## src/bse_pkg.sv

```systemverilog
// Package with the shared constants, item types and state encoding of the bubble sort engine.
`timescale 1ns / 1ps

package bse_pkg;

  // Number of elements the store can hold.
  localparam int unsigned CAPACITY = 16;
  // Width of a store address.
  localparam int unsigned IdxW = $clog2(CAPACITY);
  // Width of the element count, which must also hold CAPACITY itself.
  localparam int unsigned CntW = $clog2(CAPACITY + 1);
  // Width of one stored value.
  localparam int unsigned ValW = 32;

  // One input item.
  typedef struct packed {
    logic signed [ValW-1:0] value;
    logic                   last;
  } in_item_t;

  // One result item.
  typedef struct packed {
    logic signed [ValW-1:0] value_res;
    logic                   last_res;
    logic                   overflow;
  } out_item_t;

  // Sequencer states.
  typedef enum logic [2:0] {
    ST_FILL,
    ST_PASS,
    ST_PASS_END,
    ST_EMIT_RD,
    ST_EMIT_LD
  } state_e;

endpackage

```

## src/bubble_sort_engine_unit.sv

```systemverilog
// Bubble sort engine: collects a set of signed values in a memory, sorts it in place, emits it.
// Sorting: a set of n stored elements takes up to n passes after its last item; a pass that makes
// no swap ends the sort. Each result is then read from memory and loaded into the result register.
// Throughput: one input item per cycle while collecting; no new set is taken until the prior one
// has been sorted and emitted. The element memory has a single read port and a single write port.
// Reset: the element count, the dropped flag and all control clear at once; memory is not cleared.
`timescale 1ns / 1ps

module bubble_sort_engine_unit
  import bse_pkg::*;
(
  input  logic      clk_i,
  input  logic      rst_ni,
  input  logic      in_valid_i,
  output logic      in_ready_o,
  input  in_item_t  in_item_i,
  output logic      out_valid_o,
  input  logic      out_ready_i,
  output out_item_t out_item_o
);

  // Element memory with one write port and one registered read port.
  logic [ValW-1:0] mem_q [CAPACITY];
  logic [ValW-1:0] rdata_q;
  logic            mem_we;
  logic [IdxW-1:0] mem_wa;
  logic [ValW-1:0] mem_wd;
  logic            mem_re;
  logic [IdxW-1:0] mem_ra;

  // Control state.
  state_e          state_q, state_d;
  logic [CntW-1:0] count_q, count_d;
  logic            dropped_q, dropped_d;
  logic [CntW-1:0] rd_idx_q, rd_idx_d;
  logic            rv_q, rv_d;
  logic [IdxW-1:0] rv_idx_q, rv_idx_d;
  logic            swapped_q, swapped_d;
  logic [IdxW-1:0] emit_idx_q, emit_idx_d;
  logic            out_valid_q, out_valid_d;

  // Payload registers.
  logic [ValW-1:0] held_q, held_d;
  out_item_t       out_item_q, out_item_d;

  // Helper signals.
  logic            in_acc;
  logic            not_full;
  logic [CntW-1:0] count_inc;
  logic [IdxW-1:0] last_idx;
  logic            pass_done;
  logic            out_free;
  logic            load_out;
  logic            emit_last;

  assign in_ready_o  = (state_q == ST_FILL);
  assign in_acc      = in_valid_i && in_ready_o;
  assign not_full    = (count_q < CntW'(CAPACITY));
  assign count_inc   = count_q + CntW'(not_full);
  assign last_idx    = IdxW'(count_q - CntW'(1));
  assign pass_done   = rv_q && (rv_idx_q == last_idx);
  assign out_free    = !out_valid_q || out_ready_i;
  assign load_out    = (state_q == ST_EMIT_LD) && out_free;
  assign emit_last   = (emit_idx_q == last_idx);
  assign out_valid_o = out_valid_q;
  assign out_item_o  = out_item_q;

  // Next state of the sequencer.
  always_comb begin
    state_d = state_q;
    unique case (state_q)
      ST_FILL: begin
        if (in_acc && in_item_i.last) begin
          state_d = (count_inc == CntW'(1)) ? ST_EMIT_RD : ST_PASS;
        end
      end
      ST_PASS: begin
        if (pass_done) begin
          state_d = ST_PASS_END;
        end
      end
      ST_PASS_END: begin
        state_d = swapped_q ? ST_PASS : ST_EMIT_RD;
      end
      ST_EMIT_RD: begin
        state_d = ST_EMIT_LD;
      end
      ST_EMIT_LD: begin
        if (load_out) begin
          state_d = emit_last ? ST_FILL : ST_EMIT_RD;
        end
      end
      default: state_d = ST_FILL;
    endcase
  end

  // Datapath control, memory ports and result register loading.
  always_comb begin
    count_d     = count_q;
    dropped_d   = dropped_q;
    rd_idx_d    = rd_idx_q;
    rv_d        = 1'b0;
    rv_idx_d    = rv_idx_q;
    swapped_d   = swapped_q;
    emit_idx_d  = emit_idx_q;
    held_d      = held_q;
    out_item_d  = out_item_q;
    out_valid_d = out_valid_q && !out_ready_i;
    mem_we      = 1'b0;
    mem_wa      = count_q[IdxW-1:0];
    mem_wd      = in_item_i.value;
    mem_re      = 1'b0;
    mem_ra      = rd_idx_q[IdxW-1:0];

    unique case (state_q)
      // Store arriving elements in arrival order; drop them once the store is full.
      ST_FILL: begin
        if (in_acc) begin
          mem_we    = not_full;
          count_d   = count_inc;
          dropped_d = dropped_q || !not_full;
          rd_idx_d  = '0;
          swapped_d = 1'b0;
          emit_idx_d = '0;
        end
      end
      // One pass: stream reads ahead and carry the larger value forward.
      ST_PASS: begin
        if (rd_idx_q < count_q) begin
          mem_re   = 1'b1;
          rd_idx_d = rd_idx_q + CntW'(1);
          rv_d     = 1'b1;
          rv_idx_d = rd_idx_q[IdxW-1:0];
        end
        if (rv_q) begin
          if (rv_idx_q == '0) begin
            held_d = rdata_q;
          end else begin
            mem_we = 1'b1;
            mem_wa = rv_idx_q - IdxW'(1);
            if ($signed(held_q) > $signed(rdata_q)) begin
              mem_wd    = rdata_q;
              swapped_d = 1'b1;
            end else begin
              mem_wd = held_q;
              held_d = rdata_q;
            end
          end
        end
      end
      // Write the carried value to the end; start another pass if anything moved.
      ST_PASS_END: begin
        mem_we     = 1'b1;
        mem_wa     = last_idx;
        mem_wd     = held_q;
        rd_idx_d   = '0;
        swapped_d  = 1'b0;
        emit_idx_d = '0;
      end
      ST_EMIT_RD: begin
        mem_re = 1'b1;
        mem_ra = emit_idx_q;
      end
      // Move the read element into the result register once it is free.
      ST_EMIT_LD: begin
        if (load_out) begin
          out_valid_d          = 1'b1;
          out_item_d.value_res = rdata_q;
          out_item_d.last_res  = emit_last;
          out_item_d.overflow  = dropped_q;
          emit_idx_d           = emit_idx_q + IdxW'(1);
          if (emit_last) begin
            count_d   = '0;
            dropped_d = 1'b0;
          end
        end
      end
      default: ;
    endcase
  end

  // Memory write and registered read.
  always_ff @(posedge clk_i) begin
    if (mem_we) begin
      mem_q[mem_wa] <= mem_wd;
    end
    if (mem_re) begin
      rdata_q <= mem_q[mem_ra];
    end
  end

  // Payload registers.
  always_ff @(posedge clk_i) begin
    held_q     <= held_d;
    out_item_q <= out_item_d;
  end

  // Control registers.
  always_ff @(posedge clk_i or negedge rst_ni) begin
    if (!rst_ni) begin
      state_q     <= ST_FILL;
      count_q     <= '0;
      dropped_q   <= 1'b0;
      rd_idx_q    <= '0;
      rv_q        <= 1'b0;
      rv_idx_q    <= '0;
      swapped_q   <= 1'b0;
      emit_idx_q  <= '0;
      out_valid_q <= 1'b0;
    end else begin
      state_q     <= state_d;
      count_q     <= count_d;
      dropped_q   <= dropped_d;
      rd_idx_q    <= rd_idx_d;
      rv_q        <= rv_d;
      rv_idx_q    <= rv_idx_d;
      swapped_q   <= swapped_d;
      emit_idx_q  <= emit_idx_d;
      out_valid_q <= out_valid_d;
    end
  end

`ifndef SYNTHESIS
  // During a pass a write-back never reaches an entry that is being read.
  a_pass_no_overlap: assert property (@(posedge clk_i) disable iff (!rst_ni)
    (state_q == ST_PASS && mem_we && mem_re) |-> (mem_wa < mem_ra))
    else $error("pass write-back overlaps a pending read");

  // The element count never exceeds the store capacity.
  a_count_bound: assert property (@(posedge clk_i) disable iff (!rst_ni)
    count_q <= CntW'(CAPACITY))
    else $error("element count above capacity");

  // Emitting the final sorted item returns the block to collection with an empty store.
  a_emit_closes: assert property (@(posedge clk_i) disable iff (!rst_ni)
    (load_out && emit_last) |=> (state_q == ST_FILL && count_q == '0 && !dropped_q))
    else $error("set not closed after its final item");
`endif

endmodule

```

## config.mk

```make
export PLATFORM = sky130hd
export DESIGN_NAME = bubble_sort_engine_unit
export DESIGN_NICKNAME = d
export VERILOG_FILES = /design/src/bse_pkg.sv /design/src/bubble_sort_engine_unit.sv
export SDC_FILE = /design/constraint.sdc
export NUM_CORES = 1
export LEC_CHECK = 0
export BUFFER_PORTS_ARGS = -buffer_cell sky130_fd_sc_hd__clkbuf_2
export CAP_MARGIN = 10
export CELL_PAD_IN_SITES_DETAIL_PLACEMENT = 0
export CELL_PAD_IN_SITES_GLOBAL_PLACEMENT = 1
export CORE_MARGIN = 4
export CORE_UTILIZATION = 45
export CTS_CLUSTER_DIAMETER = 80
export DETAILED_ROUTE_END_ITERATION = 10
export PLACE_DENSITY_LB_ADDON = 0.1
export SLEW_MARGIN = 10
export SYNTH_ARGS = -nofsm -noshare
export SYNTH_HDL_FRONTEND = slang
export SYNTH_SLANG_ARGS = --single-unit
```

## constraint.sdc

```tcl
create_clock -name clk_i -period 3.5 [get_ports clk_i]
set_input_delay 0.35 -clock clk_i [delete_from_list [all_inputs] [get_ports clk_i]]
set_output_delay 0.35 -clock clk_i [all_outputs]
set_load 0.005 [all_outputs]
```

==> flow_summary.toml <==
[power]
pwr-share-seq = 0.422
p_per_area_nw_per_um2 = 877
max-vdd-ir-drop_v = 0.000413
p_clk_frac = 0.255
pwr-share-comb = 0.323
p_sw_frac = 0.316
power.switching_mw = 8.39
p_leak_nw = 10.4
total_power_mw = 26.5
p_int_mw = 18.1

[grt]
overflow = 0
gr-usage-all-layers = 0.223
grt_pass1_wl_um = 96400
grt_antenna_before_repair = 1
grt_pass1_vias = 13700
grt_max_degree = 65

[yosys]
ys_warn_count = 0
syn_nets = 1439
ys_ff_latch = 635
muxShareOfSynthArea = 0.117
synth_seq_area_share = 0.737
synthArstFlopShare = 0.0394
synth_xor_area_frac = 0.00735
synth-compound-area-share = 0.0499
synth_area_per_cell_um2 = 18.9
ys_types = 60
ys.flop_type = "edfxtp_1"
netlist_area_um2 = 25700
synth_edf_count = 610
synth_adder_area_share = 0.0205
synth_simple_gate_area_frac = 0.0477
synth_top_family_by_area = "multiplexers"
syn-instance-count = 1360

[critical_path]
crit_path_start_kind = "register"
rr_worst_depth = 11
critical_path.top_delay_family = "compound AO/OA/AOI/OAI gates"
crit_type = "reg -> reg"
crit_required_ns = 3.79
cp_common_cell = "buf_4"
end_kind = "register"
crit_chain = "inv_1 -> ha_1 -> nor2b_1 -> o211ai_1 -> a21boi_2 -> o41ai_2 -> buf_4 -> a21oi_1 -> o211a_1 -> buf_4 -> a221o_2"
crit_cells = 11
crit_buf_inv = 3
slowest_stage = "a221o_2"
critPathArrivalTime_ns = 3.62
crit_path_max_fanout = 16
slowest_delay_ns = 0.55

[detailed_routing]
antenna_left = 0
vias = 13700
routed_via_density = 5.82
wl_um = 66700
first_pass_iters = 5
post_drt_wl_per_cell_um = 28.4
drc = 0
drtIter0Drc = 1085

[floorplanning]
start_util = 0.455
core_um2 = 56500
row_count = 87
die_w_um = 247
die_h_um = 247
pin_count = 73
dieArea_um2 = 61000

[cts]
cts_max_level = 3
clock_sinks = 635
clkLatencyLatePin_ns = 0.59
path_clk_slew_ns = 0.06
cts_tree = "built"
numCtsBuffers = 68
cts_root_buffer = "clkbuf_16"
clockBufferDepth = 3

[placement]
portBuffers = 72
hpwlAfterDp_um = 37200
gp_congestion = 0.744
post_dp_cell_area_um2 = 28100

[sta]
slew_violations = 0
timing.fmax_mhz = 301
slew-limit-headroom = 0.466
hold_ws_ns = 0.129
setup_violations = 0
fin_skew_ns = 0.0167
rsz0062_at_grt = "no"
hold_viol_final = 0
period_minus_slack_ns = 3.32
worst_pin_slew_ns = 0.792
finalCritPeriodShare = 0.950
finalSetupTns_ns = 0

[worst_hold_path]
hold_depth = 3
hold_class = "in -> reg"

[cells_and_area]
most-common-layout-cells = "edfxtp_1, mux4_2, nand2_1, buf_4, clkbuf_2"
layout.nets = 1629
antenna_cells = 0
finish.utilization = 0.536
syn2layout_area_growth_pct = 17.7
design_area_um2 = 30300
final_common_cell = "edfxtp_1"
drive_gt1_frac = 0.284

[run_status]
outcome = "complete, no violations"

[flow_run]
drv_cap = 0
metrics by stage:
step / setup slack (ns) / cells
global placement: -0.304 / 2230
global route: 0.0250 / 2352
finish: 0.176 / 2352
detailed placement: -0.403 / 2230
CTS: 0.0376 / 2352
floorplan: -0.213 / 1360
power groups by stage:
| stage | Clock [mW] | Combinational [mW] | Sequential [mW] |
|---|---|---|---|
| 2_1_floorplan | 0 | 5.18 | 11.2 |
| 3_3_place_gp | 0 | 8.43 | 11.3 |
| 3_5_place_dp | 0 | 8.48 | 11.3 |
| 4_1_cts | 6.92 | 8.67 | 11.2 |
| 5_1_grt | 7.27 | 9.28 | 11.3 |
| 6_report | 6.76 | 8.58 | 11.2 |
area by class of cell:
cell class / count / area (um^2)
Clock buffer: 85 / 1810
Fill cell: 4442 / 26200
Timing Repair Buffer: 185 / 1690
Tap cell: 756 / 946
Clock inverter: 31 / 246
Sequential cell: 635 / 18900
Inverter: 45 / 169
Multi-Input combinational cell: 615 / 6460
cells by family after synthesis:
logic type / after synthesis
DFF: 635
and+or+nand+nor: 239
AOI/OAI and AO/OA: 174
muxes: 139
buffers and inverters: 111
adders and majority gates: 42
xor gates and xnor gates: 20
metal layers:
layer	routed length (um)	vias up	GRT usage
li1	-	5908	-
met2	32400	408	0.360
met3	3840	73	0.0370
met4	1260	0	0.0592
met1	29200	7291	0.318
met5	0	-	0
worst paths after layout:
kind	startpoint	end	slack [ns]
min reg2reg	dropped_q	out_item_o[0]	0.48
max in group asynchronous	rst_ni	state_q[2]	2.72
min in group asynchronous	rst_ni	state_q[1]	0.34
max reg2reg	rdata_q[1]	mem_q[10][19]	0.18
min	out_ready_i	out_valid_o	0.13
max	rdata_q[1]	mem_q[10][19]	0.18
synth_stat cells, types with 2 or more instances:
cell type | count | share of area
a2111oi_0 | 2 | 0.00068
a211oi_1 | 36 | 0.011
a21o_1 | 8 | 0.0023
a21oi_1 | 21 | 0.0041
a221o_1 | 32 | 0.012
a2bb2oi_1 | 2 | 0.00068
a31o_2 | 2 | 0.00068
a31oi_1 | 33 | 0.0080
and2_1 | 64 | 0.016
and3_1 | 4 | 0.00097
and4_1 | 2 | 0.00068
buf_1 | 3 | 0.00044
buf_2 | 18 | 0.0035
buf_4 | 4 | 0.0012
buf_6 | 10 | 0.0044
clkbuf_1 | 29 | 0.0042
clkbuf_2 | 2 | 0.00039
dfrtp_1 | 25 | 0.024
edfxtp_1 | 610 | 0.71
ha_1 | 42 | 0.020
inv_1 | 45 | 0.0066
mux2_2 | 6 | 0.0026
mux2i_1 | 5 | 0.0019
mux4_2 | 128 | 0.11
nand2_1 | 83 | 0.012
nand2b_1 | 5 | 0.0012
nand3_1 | 14 | 0.0027
nand4_1 | 9 | 0.0022
nor2_1 | 36 | 0.0053
nor2b_1 | 3 | 0.00073
nor3_1 | 5 | 0.00097
nor3b_1 | 4 | 0.0012
o2111ai_1 | 2 | 0.00068
o211a_1 | 2 | 0.00078
o211ai_1 | 2 | 0.00058
o21a_1 | 2 | 0.00058
o21ai_0 | 15 | 0.0029
o22a_1 | 2 | 0.00068
o22ai_1 | 5 | 0.0012
xnor2_1 | 10 | 0.0034
xor2_1 | 9 | 0.0031
registers in the layout (all words and copies together), names as in the netlist:
name / count
mem_q: 512
dropped_q: 1
held_q: 32
swapped_q: 1
rdata_q: 32
rd_idx_q: 5
state_q: 3
out_valid_o: 1
rv_idx_q: 4
count_q: 5
rv_q: 1
out_item_o: 34
emit_idx_q: 4
tightest hold or removal path, cell delays in order:
cell and delay (ns):
clkbuf_2 0.07, nand2b_1 0.18, nand2_1 0.07
timing repair:
action | CTS | global route
hold buffers | 1 | 0
setup buffers | 4 | 0
endpoints found under the setup margin | 496 | 319
pin swaps | 2 | 0
hold endpoints to repair | 25 | 0
gates resized for setup | 1 | 18
cloned | 1 | 0
Power figures use the tool's default switching activity.
